<file path="src/mrc_pkg.sv">
package mrc_pkg;

  localparam int unsigned LINE_BYTES_DEF = 20;
  localparam int unsigned LINE_BYTES_MIN = 11;

  // Only the leading bytes of a line are ever compared; the longest keyword sets this.
  localparam int unsigned KW_BYTES = 10;
  localparam int unsigned KW_BITS  = KW_BYTES * 8;
  localparam int unsigned KW_LEN_W = 4;

  localparam logic [7:0]  LINE_FEED       = 8'h0A;
  localparam logic [15:0] TIMEOUT_RST     = 16'd200;

  // Keywords, left-justified and zero padded to KW_BYTES.
  localparam logic [KW_BITS-1:0] KW_CONNECT    = {"CONNECT", 24'h0};
  localparam logic [KW_BITS-1:0] KW_RED        = {"RED", 56'h0};
  localparam logic [KW_BITS-1:0] KW_NO_CARRIER = "NO CARRIER";
  localparam logic [KW_BITS-1:0] KW_ERROR      = {"ERROR", 40'h0};
  localparam logic [KW_BITS-1:0] KW_OFA        = {"OFA", 56'h0};

  localparam logic [KW_LEN_W-1:0] LEN_CONNECT    = 4'd7;
  localparam logic [KW_LEN_W-1:0] LEN_RED        = 4'd3;
  localparam logic [KW_LEN_W-1:0] LEN_NO_CARRIER = 4'd10;
  localparam logic [KW_LEN_W-1:0] LEN_ERROR      = 4'd5;
  localparam logic [KW_LEN_W-1:0] LEN_OFA        = 4'd3;

  typedef enum logic [2:0] {
    ST_BOOT_SEL   = 3'd0,
    ST_CONNECT    = 3'd1,
    ST_RED        = 3'd2,
    ST_NO_CARRIER = 3'd3,
    ST_ERROR      = 3'd4,
    ST_OFA        = 3'd5,
    ST_TIMEOUT    = 3'd6
  } status_e;

  typedef enum logic {
    OP_START  = 1'b0,
    OP_SAMPLE = 1'b1
  } op_e;

  typedef struct packed {
    op_e        operation;
    logic       rx_valid;
    logic [7:0] rx_byte;
    logic       tick;
    logic       boot_sel_level;
  } item_t;

  typedef struct packed {
    logic    valid;
    status_e status;
  } res_t;

endpackage

</file>
<file path="src/mrc_kw_match.sv">
module mrc_kw_match import mrc_pkg::*; #(
  parameter int unsigned POS_W = 5
) (
  input  logic [KW_BYTES-1:0][7:0] store_i,
  input  logic [POS_W-1:0]         slot_i,
  output logic                     hit_o,
  output status_e                  code_o
);

  function automatic logic starts_with(input logic [KW_BYTES-1:0][7:0] s,
                                       input logic [KW_BITS-1:0] kw,
                                       input logic [KW_LEN_W-1:0] len);
    logic ok;
    ok = 1'b1;
    for (int i = 0; i < KW_BYTES; i++) begin
      if ((KW_LEN_W'(i) < len) && (s[i] != kw[KW_BITS-1-8*i -: 8])) begin
        ok = 1'b0;
      end
    end
    return ok;
  endfunction

  logic m_connect, m_red, m_no_carrier, m_error, m_ofa;

  // keyword must fit entirely before the line feed slot
  assign m_connect    = (slot_i >= POS_W'(LEN_CONNECT)) &&
                        starts_with(store_i, KW_CONNECT, LEN_CONNECT);
  assign m_red        = (slot_i >= POS_W'(LEN_RED)) &&
                        starts_with(store_i, KW_RED, LEN_RED);
  assign m_no_carrier = (slot_i >= POS_W'(LEN_NO_CARRIER)) &&
                        starts_with(store_i, KW_NO_CARRIER, LEN_NO_CARRIER);
  assign m_error      = (slot_i >= POS_W'(LEN_ERROR)) &&
                        starts_with(store_i, KW_ERROR, LEN_ERROR);
  assign m_ofa        = (slot_i >= POS_W'(LEN_OFA)) &&
                        starts_with(store_i, KW_OFA, LEN_OFA);

  always_comb begin
    hit_o  = 1'b1;
    code_o = ST_CONNECT;
    if (m_connect) begin
      code_o = ST_CONNECT;
    end else if (m_red) begin
      code_o = ST_RED;
    end else if (m_no_carrier) begin
      code_o = ST_NO_CARRIER;
    end else if (m_error) begin
      code_o = ST_ERROR;
    end else if (m_ofa) begin
      code_o = ST_OFA;
    end else begin
      hit_o = 1'b0;
    end
  end

endmodule

</file>
<file path="src/mrc_core.sv">
module mrc_core import mrc_pkg::*; #(
  parameter int unsigned LINE_BYTES = LINE_BYTES_DEF
) (
  input  logic        clk_i,
  input  logic        rst_ni,
  input  logic        fire_i,
  input  item_t       item_i,
  input  logic [15:0] timeout_i,
  output res_t        res_o
);

  localparam int unsigned POS_W = $clog2(LINE_BYTES);
  localparam logic [POS_W-1:0] POS_LAST = POS_W'(LINE_BYTES - 1);

  logic                     armed_q, armed_d;
  logic [POS_W-1:0]         pos_q, pos_d;
  logic [15:0]              ticks_q, ticks_d;
  logic [KW_BYTES-1:0][7:0] store_q;
  logic                     store_wr;
  logic                     kw_hit;
  status_e                  kw_code;
  logic [15:0]              ticks_dec;
  logic                     reported;

  mrc_kw_match #(
    .POS_W (POS_W)
  ) u_kw_match (
    .store_i (store_q),
    .slot_i  (pos_q),
    .hit_o   (kw_hit),
    .code_o  (kw_code)
  );

  assign ticks_dec = (ticks_q != 16'd0) ? ticks_q - 16'd1 : 16'd0;

  always_comb begin
    armed_d      = armed_q;
    pos_d        = pos_q;
    ticks_d      = ticks_q;
    store_wr     = 1'b0;
    reported     = 1'b0;
    res_o.valid  = 1'b0;
    res_o.status = ST_BOOT_SEL;
    if (fire_i) begin
      if (item_i.operation == OP_START) begin
        ticks_d = (timeout_i == 16'd0) ? 16'd1 : timeout_i;
        pos_d   = '0;
        armed_d = 1'b1;
      end else if (armed_q) begin
        if (!item_i.boot_sel_level) begin
          armed_d      = 1'b0;
          res_o.valid  = 1'b1;
          res_o.status = ST_BOOT_SEL;
        end else begin
          if (item_i.rx_valid) begin
            store_wr = 1'b1;
            pos_d    = (pos_q == POS_LAST) ? pos_q : pos_q + POS_W'(1);
            if (item_i.rx_byte == LINE_FEED) begin
              if (kw_hit) begin
                armed_d      = 1'b0;
                reported     = 1'b1;
                res_o.valid  = 1'b1;
                res_o.status = kw_code;
              end else begin
                pos_d = '0;
              end
            end
          end
          // a line report swallows a tick in the same beat
          if (item_i.tick && !reported) begin
            ticks_d = ticks_dec;
            if (ticks_dec == 16'd0) begin
              armed_d      = 1'b0;
              res_o.valid  = 1'b1;
              res_o.status = ST_TIMEOUT;
            end
          end
        end
      end
    end
  end

  always_ff @(posedge clk_i or negedge rst_ni) begin
    if (!rst_ni) begin
      armed_q <= 1'b0;
      pos_q   <= '0;
      ticks_q <= '0;
    end else begin
      armed_q <= armed_d;
      pos_q   <= pos_d;
      ticks_q <= ticks_d;
    end
  end

  // slots past the longest keyword are never read, so they are not kept
  always_ff @(posedge clk_i) begin
    for (int i = 0; i < KW_BYTES; i++) begin
      if (store_wr && (pos_q == POS_W'(i))) begin
        store_q[i] <= item_i.rx_byte;
      end
    end
  end

endmodule

</file>
<file path="src/modem_reply_classifier_with_abort_core.sv">
// Modem reply classifier. A start beat (operation 0) arms a wait and loads the timeout
// from the timeout_ticks register; each sample beat then checks boot-select (low aborts),
// stores any received byte into the current line and classifies the line on a line feed
// (CONNECT, RED, NO CARRIER, ERROR, OFA), and counts 50 ms ticks down to a timeout. One
// status beat comes out per report, after which the block is disarmed until the next start.
// Each beat is captured in an input register and resolved from there into the output
// register; one beat is taken every cycle while the output is being drained. Write
// timeout_ticks only while no beat is in flight.
module modem_reply_classifier_with_abort_core import mrc_pkg::*; #(
  parameter int unsigned LINE_BYTES = LINE_BYTES_DEF
) (
  input  logic        clk_i,
  input  logic        rst_ni,
  input  logic        in_valid_i,
  output logic        in_ready_o,
  input  logic        operation_i,
  input  logic        rx_valid_i,
  input  logic [7:0]  rx_byte_i,
  input  logic        tick_i,
  input  logic        boot_sel_level_i,
  output logic        out_valid_o,
  input  logic        out_ready_i,
  output logic [2:0]  status_o,
  input  logic        cfg_valid_i,
  output logic        cfg_ready_o,
  input  logic [15:0] cfg_data_i
);

  item_t       in_q;
  logic        in_valid_q;
  logic        out_valid_q;
  status_e     status_q;
  logic [15:0] timeout_q;
  logic        adv;
  logic        fire;
  res_t        res;

  assign adv        = !out_valid_q || out_ready_i;
  assign fire       = in_valid_q && adv;
  assign in_ready_o = !in_valid_q || adv;

  mrc_core #(
    .LINE_BYTES (LINE_BYTES)
  ) u_core (
    .clk_i     (clk_i),
    .rst_ni    (rst_ni),
    .fire_i    (fire),
    .item_i    (in_q),
    .timeout_i (timeout_q),
    .res_o     (res)
  );

  always_ff @(posedge clk_i or negedge rst_ni) begin
    if (!rst_ni) begin
      in_valid_q  <= 1'b0;
      out_valid_q <= 1'b0;
      timeout_q   <= TIMEOUT_RST;
    end else begin
      if (in_ready_o) begin
        in_valid_q <= in_valid_i;
      end
      if (adv) begin
        out_valid_q <= fire && res.valid;
      end
      if (cfg_valid_i) begin
        timeout_q <= cfg_data_i;
      end
    end
  end

  always_ff @(posedge clk_i) begin
    if (in_valid_i && in_ready_o) begin
      in_q.operation      <= op_e'(operation_i);
      in_q.rx_valid       <= rx_valid_i;
      in_q.rx_byte        <= rx_byte_i;
      in_q.tick           <= tick_i;
      in_q.boot_sel_level <= boot_sel_level_i;
    end
    if (fire && res.valid) begin
      status_q <= res.status;
    end
  end

  assign cfg_ready_o = 1'b1;
  assign out_valid_o = out_valid_q;
  assign status_o    = status_q;

endmodule

</file>
<file path="config.mk">
export PLATFORM = sky130hd
export DESIGN_NAME = modem_reply_classifier_with_abort_core
export DESIGN_NICKNAME = d
export VERILOG_FILES = /design/src/mrc_pkg.sv /design/src/mrc_kw_match.sv /design/src/mrc_core.sv /design/src/modem_reply_classifier_with_abort_core.sv
export SDC_FILE = /design/constraint.sdc
export NUM_CORES = 1
export LEC_CHECK = 0
export ABC_AREA = 0
export ABC_CLOCK_PERIOD_IN_PS = 8300
export BUFFER_PORTS_ARGS = -buffer_cell sky130_fd_sc_hd__buf_2
export CORE_MARGIN = 2
export CORE_UTILIZATION = 35
export CTS_CLUSTER_SIZE = 30
export DETAILED_ROUTE_END_ITERATION = 12
export HOLD_SLACK_MARGIN = 0.02
export PLACE_DENSITY_LB_ADDON = 0.2
export SYNTH_ARGS = -nofsm -noshare
export SYNTH_HDL_FRONTEND = slang
export SYNTH_SLANG_ARGS = --single-unit
</file>
<file path="constraint.sdc">
create_clock -name clk_i -period 8.3 [get_ports clk_i]
set_clock_uncertainty 0.2 [all_clocks]
set_input_delay 1.245 -clock clk_i [delete_from_list [all_inputs] [get_ports clk_i]]
set_output_delay 1.245 -clock clk_i [all_outputs]
set_load 0.02 [all_outputs]
</file>
==> results of run 1 <==
-- state kept, by name (all words and copies together), names as in the netlist --
register,flops
u_core.ticks_q,16
u_core.store_q,80
timeout_q,16
status_o,3
out_valid_o,1
in_valid_q,1
in_q,12
u_core.pos_q,5
u_core.armed_q,1
-- cell families after synthesis --
| family | share of synthesized area [%] |
|---|---|
| compound gates | 8.53 |
| buf+inv | 2.32 |
| xor+xnor | 0.590 |
| simple gates | 18.3 |
| mux | 4.29 |
| fa+ha+maj | 1.05 |
| other cells | 0.0631 |
| flops | 64.9 |
-- how the worst max path moves through the flow --
stage	to	cells after the start
after floorplan	u_core.store_q[0]	7
after global placement	u_core.store_q[9]	7
after detailed placement	u_core.store_q[10]	7
after CTS	u_core.store_q[12]	7
after global routing	status_o[1]	8
final	u_core.store_q[10]	7
-- critical path: stages --
cell	delay (ns)
buf_2	0.08
nand2b_1	0.12
and2_1	0.32
nand3_1	0.20
nor2_1	0.52
nor4b_1	0.73
and2_1	0.45
-- power by group through the flow --
stage               Sequential (µW)  Clock (µW)  Combinational [µW]
floorplan                       817           0                 123
global placement                843           0                 159
detailed placement              842           0                 163
CTS                             829         730                 164
global route                    840         757                 185
finish                          831         714                 165
-- cell usage in the layout (no fill, tap or decap), types with 3 or more instances in the layout --
master       n
nor4bb_1     5
mux2_2      16
nor2_1      29
or4_1        6
and2_1      10
nand3b_1     3
nand2b_1     3
inv_1       20
and4b_1      4
o21ai_0     13
or2_2        3
ha_1         5
and3_1       5
a21oi_1     13
nand2_1     28
dfrtp_1     37
nor2b_1      3
mux2i_1      3
or3_1        3
nor3b_1      6
nand4_1     10
o221ai_1     7
edfxtp_1    95
nand3_1     15
buf_2       37
a31oi_1      3
clkbuf_16   17
o22ai_1      6
clkinvlp_4   3
nor3_1      11
mux2_4       3
nor4b_1     11
dfstp_2      3
nor4_1      14
o32ai_1      4
-- layer usage --
layer | wire [µm] | part of all wire, % | vias to the layer above
met5 | 0 | 0 | -
met4 | 174 | 1.2 | 0
met3 | 736 | 5.1 | 18
met2 | 6260 | 44 | 144
met1 | 7170 | 50 | 2023
li1 | - | - | 1843
-- area by class of cell --
type | instances | share of cell area, %
inverter | 20 | 1.09
clock buffer | 19 | 6.27
sequential | 135 | 55.9
multi-input combinational | 282 | 28.2
timing repair buffer | 37 | 2.68
tap | 220 | 3.99
clock inverter | 12 | 1.83
-- per-stage QoR --
stage          hold WS, ns  util [%]  setup WS [ns]  area, µm²
2_1_floorplan        0.282         -           4.94       5940
5_1_grt              0.364      41.6           4.32       6900
3_3_place_gp         0.313      38.2           4.29       6340
6_report             0.327      41.6           4.51       6900
4_1_cts              0.336      41.6           4.62       6900
3_5_place_dp         0.323      38.2           4.21       6340
==> metrics.txt, run 1 <==
status finished clean; Yosys top cell area share a little under half; I/O pin cnt 39; Setup Buffers After CTS 0; Total Power ~1700 µW; Int Power 1280 µW; Slew HR 37.4%; first-pass GRT wire length 23200 µm; clk slew on worst S/H paths 0.06 ns; Core ar. approximately 0.017 mm²; pwr dens about 250 mW/mm²; Via density approximately 5.6; via count 4028; Netlist cell types 67; vias in the first global route a little over 4000; Min-Delay Path Depth 1; Synth area leader edfxtp_1; largest net degree at the start of global routing 41; Max clock buf depth 2; Layout fillers 1580; Synth Cell Area 0.00594 mm²; max-slew violations 0; #FFs+latches synth ~140; sequential-to-total area share from yosys stat 64.9%; R2R depth 8; r2r setup slk 4.59 ns; Hold Path End timeout_q[0]; multi-input logic area 0.00195 mm²; Flop pwr share 48.6%; top cells by count, synth edfxtp_1 (95), dfrtp_1 (37), nor2_1 (29); RSZ-0062 raised after global routing no; DR pass1 iterations 4; deepest level of the CTS H-tree 4; Worst EP arrival 3.67 ns; crit share post-route between 40% and 50%; TritonCTS clock tree done; CP Launch Type input pin; met2 Track Usage GR 23.5%; HPWL Detailed 9860 µm; average size of a mapped cell 13.2 µm²; Area contributors post-synth edfxtp_1 (48%), dfrtp_1 (16%), mux2_2 (3.0%); Rows 47; cts hold-fix bufs 0; Post-Route WL 14300 µm; Setup crit end kind register; worst setup path start out_ready_i; Comb pwr share 9.6%; die height between 100 and 150 µm; Initial Util 35.8%; Clock Sinks 135; worst skew pair latency 0.42 ns; endpoints failing hold 0; main flop type after synthesis edfxtp_1; initial antenna violation count 0; leakage 0.00243 µW; grt met1 use about a quarter; fin crit period roughly 3.8 ns; initial DRC count 467; Worst Hold Class register to register; layout cells sized above 1 19.0%; Tot GR Track Use 17.0%; sw power 434 µW; # diodes 0; Overflow after GRT 0; CP required 8.18 ns; f_max roughly 0.26 GHz; async set-or-reset flop fraction in the synthesized netlist between 20% and 30%; syn nets 489; min-delay src timeout_q[0]; Post-CTS Resized 0; met3 GRT Util 3.85%; Critical Path Fanout Max 10; Syn Inst Count around 450; number of flops mapped to enable cells by yosys 95; Final nets about 530; count leader, synth edfxtp_1; residual DRC count 0; Least-Margin Pin Slew approximately 0.94 ns; non-filler cells, final 725; crit path kind input pin to register; Yosys warning count 0; post-route setup TNS 0 ns; Clk pwr share 41.8%; post-route ant nets 0; total CTS buffers 17; Layout area overhead 16.1%; placed cells 694; RD Place Congestion 0.917; Final setup viols 0; Reg area just under 0.004 mm²; # port buffers 37; drt wl/cell 19.8 µm; worst reg2reg startpoint u_core.ticks_q[0]; Reg2Reg Capture Point status_o[1]; gr busiest metal met1; CTS root buffer clkbuf_16; Die Wd between 100 and 150 µm; die area 0.0180 mm²; sw frac 25.3%; max_cap viols 0; Worst VDD drop 0.000132 V
(Power assumes the default switching activity.)
==> run 2, diff against run 1 <==
- ABC_CLOCK_PERIOD_IN_PS: 8300 -> 3400
- clock period: 8.3 -> 3.4 ns (I/O delays scaled with it)
==> run 2 against run 1 <==
  * Final cell count up 3.3%
  * Worst setup slack lost 4.3 ns
  * Count of clock-buffer cells in the layout decreased by 2
  * Design area is 2.6% higher
  * Utilization up 1.1 points
  * Power increased by 140%
  * First-iteration DRC count decreased by 18%
  * Hold slack got worse by 0.31 ns
  * Clock power is 140% higher
  * Sequential power increased by 140%
  * Flip-flop and latch count stayed put
  * Critical path type is now register to register
  * Critical endpoint is now status_o[1]
  * Largest cell class unchanged
==> metrics.txt, run 2 (synthesis results as in run 1) <==
Critical Path Fanout Max 6 (was 10); Die Wd 134 µm (unchanged); commonest non-fill, non-tap cell in the layout edfxtp_1 (unchanged); worst setup path start u_core.ticks_q[0] (was out_ready_i); CTS root buffer clkbuf_16 (unchanged); initial DRC count 383 (was 467); Final setup viols 0 (unchanged); Core ar. 0.0166 mm² (unchanged); pwr dens 587 mW/mm² (was 248 mW/mm²); R2R depth 8 (unchanged); first-pass GRT wire length 22200 µm (was 23200 µm); CP Launch Type register (was input pin); largest net degree at the start of global routing 41 (unchanged); initial antenna violation count 0 (unchanged); I/O pin cnt 39 (unchanged); f_max 0.315 GHz; status finished clean (unchanged); Initial Util 35.8% (unchanged); # diodes 0 (unchanged); largest registers u_core.store_q: 80 flops, timeout_q: 16 flops, u_core.ticks_q: 16 flops (unchanged); layout cells sized above 1 23.4% (was 19.0%); Least-Margin Pin Slew 0.891 ns (was 0.939 ns); Layout area overhead 19.1% (was 16.1%); clk slew on worst S/H paths 0.06 ns (about the same); cts hold-fix bufs 0 (unchanged); CP endpoint status_o[1] (was u_core.store_q[10]); RD Place Congestion 0.917 (about the same); fin crit period 3.17 ns; endpoints failing hold 0 (unchanged); vias in the first global route 4103 (was 4061); Final nets 555 (was 531); max-slew violations 0 (unchanged); worst skew pair latency 0.42 ns (about the same); Post-Route WL 13600 µm (was 14300 µm); max_cap viols 0 (unchanged); post-route setup TNS 0 ns (unchanged); post-route ant nets 0 (unchanged); crit path kind register to register (was input pin to register); Worst VDD drop 0.000350 V (was 0.000132 V); drt wl/cell 18.1 µm (was 19.8 µm); total CTS buffers 17 (unchanged); HPWL Detailed 9540 µm (was 9860 µm); post-layout util 42.7% (was 41.6%); Layout fillers 1534 (was 1580); residual DRC count 0 (unchanged); DR pass1 iterations 5 (was 4); Rows 47 (unchanged); worst reg2reg startpoint u_core.ticks_q[0] (unchanged); r2r setup slk 0.23 ns (was 4.59 ns); leakage 0.00256 µW (was 0.00243 µW); most flop-heavy register u_core.store_q (unchanged); pre-CTS setup slack 0.179 ns (was 4.21 ns); via count 4063 (was 4028); most frequent cells in the layout edfxtp_1 (95), dfrtp_1 (37), buf_2 (37), nor2_1 (29), nand2_1 (28) (unchanged); die height 134 µm (unchanged); deepest level of the CTS H-tree 4 (unchanged); RSZ-0062 raised after global routing no (unchanged); Setup crit end kind register (unchanged); Max clock buf depth 2 (unchanged); Tot GR Track Use 16.2% (was 17.0%); # port buffers 37 (unchanged); final worst setup slack 0.228 ns (was 4.51 ns); Reg2Reg Capture Point status_o[1] (unchanged); die area 0.0180 mm² (unchanged); Via density 5.42 (was 5.56); Worst Hold Class input pin to async pin (was register to register); TritonCTS clock tree done (unchanged); max reg flops 80 (unchanged); crit share post-route 93.3%; Clock Sinks 135 (unchanged); CP required 3.41 ns (was 8.18 ns); Slew HR 40.6% (was 37.4%); Overflow after GRT 0 (unchanged); Worst EP arrival 3.19 ns (was 3.67 ns)
-- run 2: cell types whose count changed in the layout (fill, tap and decap cells not counted), moves of 2 or more --
cell,before,now
clkinvlp_4,3,1
buf_4,0,24
clkinv_2,2,4
clkinv_4,1,3
clkbuf_1,2,0
-- run 2: final cells by class --
cell class | count | area [µm²] | share of cell area [%]
timing repair buffer | 61 | 365 | 5.16
tap | 220 | 275 | 3.89
clock inverter | 14 | 125 | 1.77
inverter | 20 | 75.1 | 1.06
multi-input combinational | 282 | 1950 | 27.6
clock buffer | 17 | 425 | 6.01
sequential | 135 | 3860 | 54.5
-- run 2: timing repair --
item | CTS | global route
gates resized for setup | 0 | 1
setup endpoints to repair | 0 | 5
hold endpoints to repair | 0 | 0
buffers inserted | 0 | 0
-- run 2: per-stage QoR --
| step | std cells | power, µW | instance area [µm²] | hold WS, ns |
|---|---|---|---|---|
| after global placement | 718 | 2460 | 6520 | 0.307 |
| after detailed placement | 718 | 2460 | 6520 | 0.305 |
| after CTS | 749 | 4190 | 7070 | 0.0402 |
| after global routing | 749 | 4330 | 7080 | 0.0499 |
| after floorplan | 451 | 2290 | 5940 | 0.0144 |
| final | 749 | 4150 | 7080 | 0.0128 |
-- run 2: worst min-delay path by stage --
stage                 startpoint              end  slack [ns]  cells past startpoint
global placement    timeout_q[0]     timeout_q[0]        0.31                      1
CTS                       rst_ni  u_core.pos_q[1]        0.04                      1
detailed placement  timeout_q[0]     timeout_q[0]        0.30                      1
floorplan                 rst_ni       in_valid_q        0.01                      0
global route        rx_byte_i[7]          in_q[9]        0.05                      1
finish                    rst_ni  u_core.pos_q[1]        0.01                      1
-- run 2: routing by layer --
| layer | vias to the layer above | global-route usage, % | wire (µm) |
|---|---|---|---|
| li1 | 1898 | - | - |
| met1 | 1980 | 23.8 | 6610 |
| met2 | 166 | 22.7 | 5720 |
| met3 | 19 | 4.46 | 1040 |
| met4 | 0 | 6.14 | 197 |
| met5 | - | 0 | 0 |
-- run 2: power breakdown --
part / total, µW / leakage [µW] / switching, µW / internal, µW
logic: 433 / 0.000947 / 237 / 196
clock network: 1720 / 0.000273 / 711 / 1010
registers: 2010 / 0.00134 / 136 / 1870
-- run 2: worst max-delay path, stage by stage (launching register included) --
cell and delay, ns:
dfrtp_1 0.43, inv_1 0.10, ha_1 0.16, or4b_1 0.49, nor3_1 0.29, mux2_2 0.40
a2111oi_2 0.35, o21ai_0 0.23, o32ai_1 0.30
